File: config.mk
export PLATFORM = sky130hd
export DESIGN_NAME = ssp_back
export DESIGN_NICKNAME = d
export VERILOG_FILES = /design/src/rtl/core/ssp_pkg.sv /design/src/rtl/core/ssp_back.sv
export SDC_FILE = /design/constraint.sdc
export NUM_CORES = 1
export LEC_CHECK = 0
export BUFFER_PORTS_ARGS = -buffer_cell sky130_fd_sc_hd__buf_4
export CAP_MARGIN = 15
export CORE_AREA = 4 4 215 217
export CTS_BUF_LIST = sky130_fd_sc_hd__clkbuf_8
export DETAILED_ROUTE_END_ITERATION = 8
export DIE_AREA = 0 0 219 221
export GPL_ROUTABILITY_DRIVEN = 0
export GPL_TIMING_DRIVEN = 0
export PLACE_DENSITY = 0.53
export SLEW_MARGIN = 10
export SYNTH_ARGS = -nofsm -noshare
export SYNTH_HDL_FRONTEND = slang
export SYNTH_SLANG_ARGS = --single-unit
File: constraint.sdc
create_clock -name i_clk -period 5.5 [get_ports i_clk]
set_input_delay 0.55 -clock i_clk [delete_from_list [all_inputs] [get_ports i_clk]]
set_output_delay 0.55 -clock i_clk [all_outputs]
set_load 0.02 [all_outputs]
File: src/rtl/core/ssp_pkg.sv
// ----------------------------------------------------------------------------
// Sprite screen projection package
// Shared constants, register indexes, structures and saturation helper.
// ----------------------------------------------------------------------------
`default_nettype none

package ssp_pkg;

    localparam int FRAC_BITS_DEF = 16;

    // Per-item divider: numerator and divisor magnitudes.
    localparam int DIV_NW = 44;
    localparam int DIV_DW = 32;

    localparam int ADDR_W = 5;

    localparam logic [2:0] REG_CAM_POS_X    = 3'd0;
    localparam logic [2:0] REG_CAM_POS_Y    = 3'd1;
    localparam logic [2:0] REG_VIEW_DIR_X   = 3'd2;
    localparam logic [2:0] REG_VIEW_DIR_Y   = 3'd3;
    localparam logic [2:0] REG_VIEW_PLANE_X = 3'd4;
    localparam logic [2:0] REG_VIEW_PLANE_Y = 3'd5;
    localparam logic [2:0] REG_SCREEN_W     = 3'd6;
    localparam logic [2:0] REG_SCREEN_H     = 3'd7;

    localparam logic signed [31:0] RST_DIR_X   = -32'sd65536;
    localparam logic signed [31:0] RST_PLANE_Y = 32'sd43254;
    localparam logic [11:0]        RST_WIDTH   = 12'd640;
    localparam logic [11:0]        RST_HEIGHT  = 12'd480;

    typedef struct packed {
        logic signed [31:0] pos_x;
        logic signed [31:0] pos_y;
        logic signed [31:0] dir_x;
        logic signed [31:0] dir_y;
        logic signed [31:0] plane_x;
        logic signed [31:0] plane_y;
        logic [11:0]        width;
        logic [11:0]        height;
        logic signed [31:0] inv;
        logic               det_zero;
    } t_cam;

    typedef struct packed {
        logic [DIV_NW-1:0]  ncol;
        logic [DIV_NW-1:0]  nsize;
        logic [DIV_DW-1:0]  den;
        logic               cneg;
        logic signed [31:0] lat;
        logic signed [31:0] dep;
        logic               fault;
    } t_fr;

    typedef struct packed {
        logic signed [31:0] lateral;
        logic signed [31:0] depth;
        logic signed [15:0] screen_col;
        logic [15:0]        obj_size;
        logic [11:0]        top_row;
        logic [11:0]        bottom_row;
        logic [14:0]        left_col;
        logic signed [15:0] right_col;
        logic               in_front;
        logic               div_fault;
    } t_res;

    function automatic logic signed [31:0] sat32(input logic signed [65:0] v);
        if (v > 66'sd2147483647) begin
            return 32'sh7fffffff;
        end else if (v < -66'sd2147483648) begin
            return 32'sh80000000;
        end
        return v[31:0];
    endfunction

endpackage

`default_nettype wire

File: src/rtl/core/ssp_back.sv
// ----------------------------------------------------------------------------
// Sprite projection back end
// Signs and saturates the quotients, then clips the draw bounds into the
// output register.
// ----------------------------------------------------------------------------
`default_nettype none

module ssp_back (
    input  wire logic                       i_clk,
    input  wire logic                       i_rst_n,
    input  wire logic                       i_en,
    input  wire logic                       i_valid,
    input  wire logic [ssp_pkg::DIV_NW-1:0] i_qcol,
    input  wire logic [ssp_pkg::DIV_NW-1:0] i_qsize,
    input  wire logic                       i_cneg,
    input  wire logic signed [31:0]         i_lat,
    input  wire logic signed [31:0]         i_dep,
    input  wire logic                       i_fault,
    input  wire ssp_pkg::t_cam              i_cam,
    output logic                            o_valid,
    output ssp_pkg::t_res                   o_res
);
    import ssp_pkg::*;

    logic               r1_v, r_v;
    logic signed [15:0] r1_col;
    logic [15:0]        r1_size;
    logic signed [31:0] r1_lat, r1_dep;
    logic               r1_fault;
    t_res               r_res;

    logic signed [DIV_NW:0] cols;
    logic [11:0]            hh;
    logic [14:0]            sz2;
    logic signed [16:0]     top;
    logic [16:0]            bot;
    logic signed [17:0]     lft, rgt;
    t_res                   res;

    assign cols = i_cneg ? -$signed({1'b0, i_qcol}) : $signed({1'b0, i_qcol});
    assign hh   = {1'b0, i_cam.height[11:1]};
    assign sz2  = r1_size[15:1];
    assign top  = $signed({5'd0, hh}) - $signed({2'd0, sz2});
    assign bot  = {5'd0, hh} + {2'd0, sz2};
    assign lft  = $signed({{2{r1_col[15]}}, r1_col}) - $signed({3'd0, sz2});
    assign rgt  = $signed({{2{r1_col[15]}}, r1_col}) + $signed({3'd0, sz2});

    always_comb begin
        res = '0;
        if (!r1_fault) begin
            res.lateral    = r1_lat;
            res.depth      = r1_dep;
            res.screen_col = r1_col;
            res.obj_size   = r1_size;
            res.top_row    = top[16] ? 12'd0 : top[11:0];
            if (bot >= {5'd0, i_cam.height}) begin
                // An empty window pins the bottom row at zero.
                res.bottom_row = (i_cam.height == 12'd0) ? 12'd0 : i_cam.height - 12'd1;
            end else begin
                res.bottom_row = bot[11:0];
            end
            res.left_col   = lft[17] ? 15'd0 : lft[14:0];
            if (rgt >= $signed({6'd0, i_cam.width})) begin
                res.right_col = $signed({4'd0, i_cam.width}) - 16'sd1;
            end else begin
                res.right_col = rgt[15:0];
            end
            res.in_front   = !r1_dep[31] && (r1_dep != 32'sd0);
        end
        res.div_fault = r1_fault;
    end

    always_ff @(posedge i_clk) begin
        if (!i_rst_n) begin
            r1_v <= 1'b0;
            r_v  <= 1'b0;
        end else if (i_en) begin
            r1_v <= i_valid;
            r_v  <= r1_v;
        end
        if (i_en) begin
            if (cols > (DIV_NW + 1)'(32767)) begin
                r1_col <= 16'sh7fff;
            end else if (cols < -$signed((DIV_NW + 1)'(32768))) begin
                r1_col <= 16'sh8000;
            end else begin
                r1_col <= cols[15:0];
            end
            r1_size  <= (i_qsize > DIV_NW'(65535)) ? 16'hffff : i_qsize[15:0];
            r1_lat   <= i_lat;
            r1_dep   <= i_dep;
            r1_fault <= i_fault;
            r_res    <= res;
        end
    end

    assign o_valid = r_v;
    assign o_res   = r_res;

endmodule

`default_nettype wire

Word level (Yosys, flattened, before mapping)
Index checks and enable logic that the tools add are counted.
{ "op_classes": {"n_mul": 0, "bitwise": 0, "n_div": 0, "eq_ne": 0, "order_cmp": 5, "n_addsub": 7, "mux": 5, "shift": 0, "reduce_logical": 6} }
{ "op_table": {"columns": ["operator", "count"], "rows": [
  ["$gt 45x16->1 const B", 1],
  ["$lt 45x16->1 const B", 1],
  ["$mux 45", 1],
  ["$neg 44->45", 1],
  ["$gt 44x16->1 const B", 1],
  ["$mux 16", 2],
  ["$reduce_bool 32->1", 1],
  ["$mux 12", 2],
  ["$add 16x16->17", 1],
  ["$ge 17x13->1", 1],
  ["$sub 16x16->17", 1],
  ["$add 11x15->16", 1],
  ["$ge 16x12->1", 1],
  ["$sub 11x15->16", 1],
  ["$sub 12x1->13 const B", 1],
  ["$logic_not 12->1", 1],
  ["$sub 12x1->12 const B", 1],
  ["$reduce_or 2->1", 2],
  ["$logic_and 1x1->1", 1],
  ["$logic_not 1->1", 1]
]} }
{ "totals": {"ram_bits": 0, "register_bits": 252, "latch_bits": 0, "in_bits": 407, "output_inout_bits": 154, "mem_count": 0, "wordCells": 40, "rom_bits": 0} }

Longest topological paths before layout
{ "depth": {"depth_word": 4, "depth_mapped": 17, "ltp_nobuf": 15} }

Worst setup path after synthesis
No wires, ideal clock.
{ "synth_path": {"path_type": "register to register", "start": "register r1_size[2]", "end": "register r_res (netlist bit o_res[11]), data pin", "period_less_slack_ns": 4.182, "setup_time_ns": 0.260, "required_time_ns": 5.240, "arrival_ns": 3.922, "path_buffers": 1, "slack_ns": 1.318, "path_stages_with_launch": 17, "path_cell_list": "edfxtp_1 -> inv_1 -> ha_1 -> nand2b_1 -> a221oi_1 -> o22a_1 -> a21o_1 -> a21oi_1 -> o311ai_0 -> ha_1 -> nand2_1 -> o21ai_0 -> a221oi_1 -> o311a_1 -> a41o_1 -> buf_1 -> mux2_2"} }
{ "synth_between": {"elab_chain_len": 3} }
{ "synth_lines": {"columns": ["element", "line", "source"], "rows": [
  ["start: declaration", "ssp_back.sv:27", "logic [15:0] r1_size;"],
  ["start signal: assignment", "ssp_back.sv:89", "r1_size <= (i_qsize > DIV_NW'(65535)) ? 16'hffff : i_qsize[15:0];"],
  ["$add 16x16->17 (*)", "ssp_back.sv:46", "assign rgt = $signed({{2{r1_col[15]}}, r1_col}) + $signed({3'd0, sz2});"],
  ["$ge 17x13->1", "ssp_back.sv:63", "if (rgt >= $signed({6'd0, i_cam.width})) begin"],
  ["$mux 16 (*)", "ssp_back.sv:63", null],
  ["end signal: assignment", "ssp_back.sv:93", "r_res <= res;"],
  ["end: declaration", "ssp_back.sv:30", "t_res r_res;"]
]} }
Mark *: on every way between the ends. The rest lies on a longest branch, timed or not.
A chain may end at the register's enable or synchronous reset.

Worst setup path after layout
{ "layout_path": {"start": "register r1_size[2]", "end": "register r_res (netlist bit o_res[10]), data pin"} }
The elaborated chain is that of the path after synthesis.

==> out/results.txt <==
fmax: 0.192 GHz
WP data arrival: 5570 ps
core area: 44100 um2
initial antenna violation count: 1
Final Hold Vio Count: 0
YS warnings: 0
Root Buffer: clkbuf_8
post-synthesis register bit count: 252
maximum vdd drop: 129 uV
Power per Cell Area: 277 nW/um2
Top FF cell, synth: edfxtp_1
Top delay family on crit path: compound AO/OA/AOI/OAI gates
Pins Over Slew Limit: 0
die area: 48400 um2
ranking of synthesized cells by area: edfxtp_1, ha_1, nor2b_1
first-pass GRT wire length: 69400 um
crit-path cells: inv_1 -> ha_1 -> nand2b_1 -> a221oi_1 -> o22a_1 -> a21o_1 -> a21oi_1 -> o311ai_1 -> ha_1 -> nand2_1 -> o21ai_0 -> a221oi_1 -> o311a_1 -> a41o_1 -> mux2_2
via count: 11800
Critical path buffers and inverters: 1
Rows: 77
share of layout cells above drive strength 1: 24.6%
syn_nets: 1797
clock skew: 30.2 ps
total wire length: 46300 um
CP startpoint kind: flip-flop
Yosys cell types: 72
post-synth top area cell: edfxtp_1
maxcap violations: 0
WP data required: 5850 ps
outcome: finished clean
Cells after Synth: 1307
Clk pin slew, worst setup/hold paths: 60 ps
cts bufs inserted: 45
register area: 7550 um2
post-synthesis sequential area ratio: 52.3%
Routed WL per cell: 20.1 um
Chip Height: 221 um
largest net degree at the start of global routing: 98
Rel. slew slack: 15.3%
Worst-Skew Late Latency: 610 ps
total power: 5.12 mW
FILL cells: 4317
synth cell count leaders: edfxtp_1, nor2_1, nor2b_1
Post-Synthesis Cell Area: 14400 um2
# port buffers: 325
Via density: 5.11
die extent in x: 219 um
period utilisation layout: 94.9%
CP endpoint kind: flip-flop
Synth-to-Final Area Change: 28.1%
CTS tree: built
Post-layout nets: 2170
clk buf depth: 3
post-route DRC violation count: 0
GRT Residual Overflow: 0
Hold Crit Class: input port to flip-flop
antenna-violating nets left: 0
asr flop ratio synth: 0%
LEAKAGE: 7.30 nW
Finished Core Util: 41.9%
Initial Util: 32.7%
minimum clock period: 5220 ps
number of synthesized flops with an enable pin: 250
H-tree levels: 2
DP HPWL: 36500 um
Mean Syn Cell Area: 11.0 um2
vias in the first global route: 11400
Crit Path Max Fanout: 13
count leader, synth: edfxtp_1
hold buffer count at CTS: 0
# IOs: 561
Tightest Pin Transition: 1250 ps
initial DRC count: 893
top cell type's share of synthesized area: 52.0%
CP max stage cell: edfxtp_1
RSZ-0062 raised after global routing: false
worst stage delay on the critical path: 670 ps
multi-input logic area: 6360 um2
Setup Viol. Count Final: 0
DR pass1 iterations: 5
GRT Total Usage: 18.4%
clk sinks: 252
Setup CP Type: flip-flop to flip-flop
[per-layer routing]
metal	track usage, %	vias to the layer above	wire length (um)
met4	4.55	0	1070
li1	-	5659	-
met1	25.1	5531	20300
met5	0	-	0
met3	5.36	74	4500
met2	28.8	512	20400
[through the flow]
stage	instances	TNS, ps	instance area [um2]	hold WS (ps)	worst slack, ps
floorplan	1307	0	14400	482	1320
global placement	2224	0	17600	495	21.6
detailed placement	2226	-285	17700	517	-99.9
CTS	2305	0	18500	57.4	93.8
global route	2305	0	18500	65.2	61.6
finish	2305	0	18500	117	280
[placed cells by master, fill, tap and decap left out, drive strengths merged, types with 17 or more instances in the layout]
cell type  synthesis  final
a21oi             67     67
xnor2             56     56
nand4             18     18
or2               17     17
edfxtp           250    250
clkbuf            55    100
nor4              40     40
nor2              96     96
ha                79     79
xor2              25     25
nor2b             94     94
inv               74     89
nand2b            17     17
nor3              41     41
clkinv             0     17
nand2             49     49
buf                8    334
o21ai             42     42
nand3             29     29
or4               22     22
or3               35     35
[where the power goes]
group          internal, mW  switching, mW
Combinational         0.475          0.675
Clock                 0.818          0.807
Sequential             2.28         0.0642
[final timing paths]
kind / startpoint / to / slack (ps) / cells after the start
worst max-delay path: r1_size[2]$_SDFFCE_PN1P_ / o_res[10]$_SDFFCE_PP0P_ / 280 / 15
worst min-delay path: i_lat[29] / r1_lat[29]$_DFFE_PP_ / 120 / 1
worst max register to register: r1_size[2]$_SDFFCE_PN1P_ / o_res[10]$_SDFFCE_PP0P_ / 280 / 15
worst min register to register: r1_lat[6]$_DFFE_PP_ / o_res[127]$_SDFFCE_PP0P_ / 530 / 1
[sequential cells by signal, indices dropped and copies added, names as in the netlist]
name	flops
o_res	153
r1_dep	32
r1_lat	32
r1_col	16
r1_size	16
o_valid	1
r1_fault	1
r1_v	1
[final cells by class]
class                      instances  area share, %
buffer                            62           1.35
antenna                            1         0.0135
sequential                       252           40.8
multi-input combinational        918           34.4
timing repair buffer             327           13.5
tap                              592           4.01
clock buffer                      45           3.35
inverter                          74           1.50
clock inverter                    34           1.02
[cells by family after synthesis]
kind of cell             count (synthesis)  share of synthesized area [%]
multiplexers                            20                           1.48
adder cells (fa/ha/maj)                 83                           7.40
buffers and inverters                  137                           3.68
AO/OA/AOI/OAI                          247                           11.6
XOR/XNOR                                81                           4.92
AND/OR/NAND/NOR                        486                           18.6
other                                    1                         0.0260
flip-flops                             252                           52.3
[what timing repair did]
action	in CTS	in global routing
setup endpoints to repair	3	4
cloned	0	0
buffers inserted	0	0
resized for setup	1	1
Note: power is estimated with default switching activity, not from simulation.
